`src/hw/rtl/mu8v_pkg.sv`:
```
`default_nettype none
package mu8v_pkg;

	// byte classes
	localparam logic [7:0] ZERO_BYTE     = 8'h00;
	localparam logic [7:0] LEAD2_MASK    = 8'he0;
	localparam logic [7:0] LEAD2_CODE    = 8'hc0;
	localparam logic [7:0] LEAD3_MASK    = 8'hf0;
	localparam logic [7:0] LEAD3_CODE    = 8'he0;
	localparam logic [7:0] CONT_MASK     = 8'hc0;
	localparam logic [7:0] CONT_CODE     = 8'h80;

	// continuation counts of a sequence
	localparam logic [1:0] EXTRA_NONE    = 2'd0;
	localparam logic [1:0] EXTRA_TWO     = 2'd1;
	localparam logic [1:0] EXTRA_THREE   = 2'd2;

	// smallest values that need two or three bytes
	localparam logic [15:0] TWO_BYTE_MIN   = 16'h0080;
	localparam logic [15:0] THREE_BYTE_MIN = 16'h0800;

	localparam int unsigned TDATA_W = 8;

	typedef struct packed {
		logic        error_seen;
		logic [1:0]  bytes_pending;
		logic [1:0]  sequence_extra;
		logic [15:0] code_accum;
		logic        overlong_seen;
	} mu8v_state_t;

	typedef struct packed {
		logic verdict_ready;
		logic string_valid;
		logic overlong_warning;
	} mu8v_result_t;

endpackage
`default_nettype wire

```
`src/hw/rtl/mu8v_step.sv`:
```
`default_nettype none
module mu8v_step (
	input  wire logic [7:0]           byte_value,
	input  wire logic                 last_byte,
	input  wire logic                 liberal_mode,
	input  wire mu8v_pkg::mu8v_state_t cur,
	output mu8v_pkg::mu8v_state_t     nxt,
	output mu8v_pkg::mu8v_result_t    res
);

	mu8v_pkg::mu8v_state_t upd;
	logic [15:0]           accum_new;
	logic [1:0]            pend_new;
	logic [15:0]           limit;

	assign accum_new = {cur.code_accum[9:0], byte_value[5:0]};
	assign pend_new  = cur.bytes_pending - 2'd1;
	assign limit     = (cur.sequence_extra == mu8v_pkg::EXTRA_TWO) ?
		mu8v_pkg::TWO_BYTE_MIN : mu8v_pkg::THREE_BYTE_MIN;

	always_comb begin
		upd = cur;
		if (!cur.error_seen) begin
			if (cur.bytes_pending == 2'd0) begin
				priority if (byte_value == mu8v_pkg::ZERO_BYTE) begin
					upd.error_seen = 1'b1;
				end else if (byte_value[7] == 1'b0) begin
					upd.error_seen = 1'b0;
				end else if ((byte_value & mu8v_pkg::LEAD2_MASK) == mu8v_pkg::LEAD2_CODE) begin
					upd.sequence_extra = mu8v_pkg::EXTRA_TWO;
					upd.bytes_pending  = mu8v_pkg::EXTRA_TWO;
					upd.code_accum     = {11'd0, byte_value[4:0]};
				end else if ((byte_value & mu8v_pkg::LEAD3_MASK) == mu8v_pkg::LEAD3_CODE) begin
					upd.sequence_extra = mu8v_pkg::EXTRA_THREE;
					upd.bytes_pending  = mu8v_pkg::EXTRA_THREE;
					upd.code_accum     = {12'd0, byte_value[3:0]};
				end else begin
					upd.error_seen = 1'b1;
				end
			end else if ((byte_value & mu8v_pkg::CONT_MASK) != mu8v_pkg::CONT_CODE) begin
				upd.error_seen = 1'b1;
			end else begin
				upd.code_accum    = accum_new;
				upd.bytes_pending = pend_new;
				if (pend_new == 2'd0) begin
					if (accum_new == 16'd0) begin
						// decoded zero is legal only as C0 80
						if (cur.sequence_extra != mu8v_pkg::EXTRA_TWO) begin
							upd.error_seen = 1'b1;
						end
					end else if (accum_new < limit) begin
						upd.overlong_seen = 1'b1;
					end
				end
			end
		end
	end

	always_comb begin
		res.verdict_ready    = last_byte;
		res.string_valid     = !(upd.error_seen || (last_byte && (upd.bytes_pending != 2'd0)));
		res.overlong_warning = upd.overlong_seen && !liberal_mode;
		nxt = last_byte ? '0 : upd;
	end

endmodule
`default_nettype wire

```
`src/hw/rtl/modified_utf8_stream_validator.sv`:
```
// An accepted input beat goes through the input register, then the result register.
// Throughput: one byte per clock unless the sink stalls; per-string state updates per byte.
// Input register and result register each hold one beat; while the result is stalled, the
// next byte is taken into the input register only if that register is empty.
// Reset: arst_n clears both registers' valid flags, the decode state and liberal_mode.
`default_nettype none
module modified_utf8_stream_validator #(
	parameter int unsigned TDATA_W = mu8v_pkg::TDATA_W
) (
	input  wire logic               clk,
	input  wire logic               arst_n,
	input  wire logic               cfg_wr_en,
	input  wire logic               cfg_wr_data,   // liberal_mode
	input  wire logic               s_axis_tvalid,
	output      logic               s_axis_tready,
	input  wire logic [TDATA_W-1:0] s_axis_tdata,  // [7:0] byte_value
	input  wire logic               s_axis_tlast,  // last_byte
	output      logic               m_axis_tvalid,
	input  wire logic               m_axis_tready,
	output      logic [TDATA_W-1:0] m_axis_tdata,  // [0] string_valid, [1] overlong_warning
	output      logic               m_axis_tlast   // verdict_ready
);

	logic                   liberal_q;
	logic                   valid_s1;
	logic [7:0]             byte_s1;
	logic                   last_s1;
	logic                   valid_s2;
	mu8v_pkg::mu8v_result_t res_s2;
	mu8v_pkg::mu8v_state_t  state_q;
	mu8v_pkg::mu8v_state_t  state_nxt;
	mu8v_pkg::mu8v_result_t res_nxt;
	logic                   advance;
	logic                   fire;

	assign advance       = !valid_s2 || m_axis_tready;
	assign fire          = valid_s1 && advance;
	assign s_axis_tready = !valid_s1 || advance;

	mu8v_step u_step (
		.byte_value   (byte_s1),
		.last_byte    (last_s1),
		.liberal_mode (liberal_q),
		.cur          (state_q),
		.nxt          (state_nxt),
		.res          (res_nxt)
	);

	always_ff @(posedge clk or negedge arst_n) begin
		if (!arst_n) begin
			liberal_q <= 1'b0;
		end else if (cfg_wr_en) begin
			liberal_q <= cfg_wr_data;
		end
	end

	always_ff @(posedge clk or negedge arst_n) begin
		if (!arst_n) begin
			valid_s1 <= 1'b0;
		end else if (s_axis_tready) begin
			valid_s1 <= s_axis_tvalid;
		end
	end

	always_ff @(posedge clk) begin
		if (s_axis_tready && s_axis_tvalid) begin
			byte_s1 <= s_axis_tdata[7:0];
			last_s1 <= s_axis_tlast;
		end
	end

	always_ff @(posedge clk or negedge arst_n) begin
		if (!arst_n) begin
			state_q  <= '0;
			valid_s2 <= 1'b0;
		end else begin
			if (fire) begin
				state_q <= state_nxt;
			end
			if (advance) begin
				valid_s2 <= valid_s1;
			end
		end
	end

	// hold the result beat while the sink stalls
	always_ff @(posedge clk) begin
		if (fire) begin
			res_s2 <= res_nxt;
		end
	end

	assign m_axis_tvalid = valid_s2;
	assign m_axis_tlast  = res_s2.verdict_ready;
	assign m_axis_tdata  = {{(TDATA_W-2){1'b0}}, res_s2.overlong_warning, res_s2.string_valid};

	a_err_sticky: assert property (@(posedge clk) disable iff (!arst_n)
		(state_q.error_seen && !(fire && last_s1)) |=> state_q.error_seen)
		else $error("error flag dropped inside a string");

	a_clear_on_last: assert property (@(posedge clk) disable iff (!arst_n)
		(fire && last_s1) |=> (state_q == '0))
		else $error("string state not cleared after last byte");

	a_pend_bound: assert property (@(posedge clk) disable iff (!arst_n)
		state_q.bytes_pending <= state_q.sequence_extra)
		else $error("more continuation bytes pending than the sequence holds");

	a_ready_when_empty: assert property (@(posedge clk) disable iff (!arst_n)
		!valid_s1 |-> s_axis_tready)
		else $error("input refused with empty input register");

	a_hold_while_stalled: assert property (@(posedge clk) disable iff (!arst_n)
		(m_axis_tvalid && !m_axis_tready) |=>
		(m_axis_tvalid && $stable(m_axis_tdata) && $stable(m_axis_tlast)))
		else $error("result beat changed while stalled");

endmodule
`default_nettype wire
```
`config.mk`:
```
export PLATFORM = sky130hd
export DESIGN_NAME = modified_utf8_stream_validator
export DESIGN_NICKNAME = d
export VERILOG_FILES = /design/src/hw/rtl/mu8v_pkg.sv /design/src/hw/rtl/mu8v_step.sv /design/src/hw/rtl/modified_utf8_stream_validator.sv
export SDC_FILE = /design/constraint.sdc
export NUM_CORES = 1
export LEC_CHECK = 0
export ABC_AREA = 0
export BUFFER_PORTS_ARGS = -buffer_cell sky130_fd_sc_hd__buf_2
export CAP_MARGIN = 20
export CORE_MARGIN = 5
export CORE_UTILIZATION = 37
export DETAILED_ROUTE_END_ITERATION = 7
export GPL_TIMING_DRIVEN = 0
export SETUP_SLACK_MARGIN = 0.15
export SYNTH_ARGS = -nofsm -noshare
export SYNTH_HDL_FRONTEND = slang
export SYNTH_HIERARCHICAL = 1
export SYNTH_SLANG_ARGS = --single-unit
```
`constraint.sdc`:
```
create_clock -name clk -period 1.7 [get_ports clk]
set_input_delay 0.34 -clock clk [delete_from_list [all_inputs] [get_ports clk]]
set_output_delay 0.34 -clock clk [all_outputs]
set_load 0.02 [all_outputs]
```
-- After elaboration in Yosys (flattened, before gate mapping)
Cells that the tools add are included.
- register bits after elaboration: 31
- input bits: 15
- eq/ne operators: 11
- reduce and logical (&&, ||, !) cells: 21
- multiplexer cells: 24
- $lt $le $gt $ge: 1
- add/sub/neg operators: 1
- operators by type and width (kind ; number):
    20-bit two-way mux ; 4
    22-bit two-way mux ; 2
    17-bit two-way mux ; 1
    16-bit logical NOT ; 1
    16-bit by 12-bit < comparator with 1-bit output ; 1
    16-bit two-way mux ; 1
    1-bit two-way mux ; 12
    12-bit two-way mux ; 1
    6-bit AND reduction ; 2
    8-bit logical NOT ; 1
    2-bit != test (second input constant) ; 3
    3-bit != test (second input constant) ; 2
    2-bit nonzero test ; 3
    4-bit equality test (second input constant) ; 1
    1-bit logical AND ; 4
    1-bit logical NOT ; 4
    2-bit logical NOT ; 2
    2-bit two-way mux ; 2
    4-bit != test (second input constant) ; 1
    3-bit equality test (second input constant) ; 1
    1-bit logical OR ; 3
    3-bit two-way mux ; 1
    3-bit by 2-bit != test with 1-bit output (second input constant) ; 1
    3-bit nonzero test ; 1
    other kinds (3) ; 3

-- Longest topological paths before layout
- depth after elaboration: 13
- mapped depth: 9
- mapped depth without buffers: 8

-- Cells and area by module
Netlist, hierarchy kept.
- modules (own cells, without submodules) (module ; cells an instance ; area an instance (µm²) ; sequential area each (µm²) ; instances):
    modified_utf8_stream_validator ; 76 ; 1442.6 ; 985.9 ; 1
    mu8v_step ; 110 ; 646.9 ; 0.0 ; 1

-- Least setup slack after synthesis
Ideal clock, no wire load.
- kind: register -> register
- start: register state_q[19] (netlist name)
- end: register state_q[1] (netlist name)
- cell stages (with the launch flop): 9
- arrival time: 1749 ps
- setup time: 125 ps
- required time: 1575 ps
- slack: -174 ps
- path buffers: 1
- path through: dfrtp_1 inv_1 ha_1 buf_6 or2_1 a21oi_4 mux2i_1 nor2_1 mux2_4
- RTL lines (element ; line ; RTL):
    from (decl) ; modified_utf8_stream_validator.sv:30 ; mu8v_pkg::mu8v_state_t state_q;
    from (signal assigned) ; modified_utf8_stream_validator.sv:78 ; state_q <= state_nxt;

==> impl_results.md <==
* Status: finished, violations left
* Failing checks: hold timing, setup timing
* Initial antenna violation count at 0
* DRC at 0
* H-tree levels at 2
* Initial core utilization at 37.89%
* Critical path arrival at 2110 ps
* Maximum clock frequency at between 500 and 600 MHz
* 1st-pass router iterations at 4
* N_diodes at 0
* Req. time, crit path at ~1900 ps
* Post-Layout Cell Count at approximately 260
* I/O Pins at 26
* WHS at -7.936 ps
* Tightest Pin Transition at 577.0 ps
* First-pass GRT wire length at a little under 6 mm
* Gr usage total at 12.53%
* Routability cong. at between 0.8 and 0.9
* Syn Area/Cell at ~11 µm²
* Slowest cell on the critical path: or4b_4
* Vias per cell at 4.864
* DP Worst Slack at -295.3 ps
* Synthesis-to-finish area growth at 31.88%
* Layout cell share with drive strength beyond 1 at between 50% and 60%
* Port bufs at 19
* Die W at just under 80 µm
* Pwr/cell area at between 1000 and 1500 mW/mm²
* Maxcap violations at 0
* Worst Setup End Kind: flop
* Reg clk slew, reported paths at around 60 ps
* Post-DP Area at a little under 0.002 mm²
* Die Y at ~80 µm
* CTS tree: yes
* Cell family with most CP delay: simple AND/OR/NAND/NOR gates
* Period minus WS final at between 1500 and 2000 ps
* Final WS setup at -176.4 ps
* Vias in the first global route at between 1,000 and 1,500
* Worst path max stage delay at approximately 500 ps
* RSZ-0062 raised after global routing: true
* Final setup viols at 17
* P_leak at 1.019 nW
* Clock Path Buffers at 2
* Clock sink count at 31
* Cell at the root of the clock tree: clkbuf_8
* Post-route cell area at 0.002345 mm²
* Remaining global-route overflow at 0
* Row Count at 25
* Crit path buffers/inverters at 3
* Kind of critical path: flop to flop
* Num CTS Buffers at 5
* CTS Hold Bufs at 0
* Worst path cell trace: inv_2 > ha_4 > buf_6 > or4b_4 > a21oi_4 > nor3_4 > buf_4 > nor2_2 > mux2_4
* Peak supply drop at about 0.00054 V
* Initial DRC count at 36
* Dpl hpwl at 2.413 mm
* Inst Count DP at 234
* Via Count at between 1,000 and 1,500
* Final ANT Viol Nets at 0
* Wire per inst at between 10 and 15 µm
* Gate Count Post-Synth at 156
* Slew HR at 61.53%
* Max-slew violations at 0
* Nets at 220
* Fill count at between 400 and 500
* Tcrit/Tclk final at 110.4%
* Die ar. at 0.006292 mm²
* Hold WC Path Type: input port to asynchronous set/reset pin
* Post-layout util at about 50%
* Final hold vios at 19
* Synth Cell Area at approximately 0.0018 mm²
* Worst Clk Skew at 3.627 ps
* Core Region at between 0.004 and 0.005 mm²
* Synth warn at 6
* Clk_lat worst skew at just under 300 ps
* Largest net degree at the start of global routing at 20
* CP startpoint kind: flop
* TNS Setup at -1626 ps
* Crit Path Max Fanout at 4
* WL final at between 3 and 4 mm
[final timing paths]
check                                start           to  slack (ps)  cells after the start
min                                 arst_n   state_q[1]          -8                      1
max                            state_q[19]  state_q[19]        -180                      9
min in group clk           s_axis_tdata[0]   byte_s1[0]         220                      1
min reg2reg                      liberal_q    liberal_q         520                      1
max reg2reg                    state_q[19]  state_q[19]        -180                      9
max in group asynchronous           arst_n   state_q[4]        1380                      1
[where the power goes]
group	total [mW]	internal (mW)	switching, mW
Clock	0.550	0.290	0.261
Sequential	0.983	0.885	0.0977
Combinational	1.26	0.659	0.601
[timing repair]
action	in CTS	in global routing
pin swaps	8	8
buffers inserted	11	3
cloned	1	0
gates resized for setup	14	31
endpoints found under the setup margin	18	18
[layer usage]
metal / vias to the layer above / routed length [µm] / GRT usage, %
met5: - / 0 / 0
met4: 0 / 80 / 6.186
met3: 5 / 205 / 4.762
met2: 30 / 1737 / 18.35
met1: 590 / 1676 / 16.11
li1: 625 / - / -
[per-stage QoR]
stage / total power [mW] / hold slack [ps]
2_1_floorplan: 1.611 / 44.41
3_3_place_gp: 1.775 / 326.7
3_5_place_dp: 1.786 / 316.8
4_1_cts: 2.579 / 2.515
5_1_grt: 2.965 / 22.64
6_report: 2.793 / -7.936
[sequential cells by signal, indices dropped and copies added (netlist names)]
signal and flops:
m_axis_tlast 1, last_s1 1, liberal_q 1, m_axis_tvalid 1, byte_s1 8, valid_s1 1
m_axis_tdata 2, state_q 16
[layout make-up]
class,count,area [µm²],area share (%)
buffer,15,121.4,5.176
multi-input combinational,110,1007,42.96
clock buffer,8,80.08,3.415
inverter,5,18.77,0.8004
tap,54,67.56,2.882
sequential,31,837.1,35.70
timing repair buffer,34,212.7,9.072
[layout by cell type, fill, tap and decap left out, drive strengths merged, types with 6 or more instances in the layout]
master,instances
conb,6
dfrtp,19
a21oi,15
nor2,13
edfxtp,12
clkbuf,10
mux2,17
buf,47
nand2,19
Power figures use the tool's default switching activity.
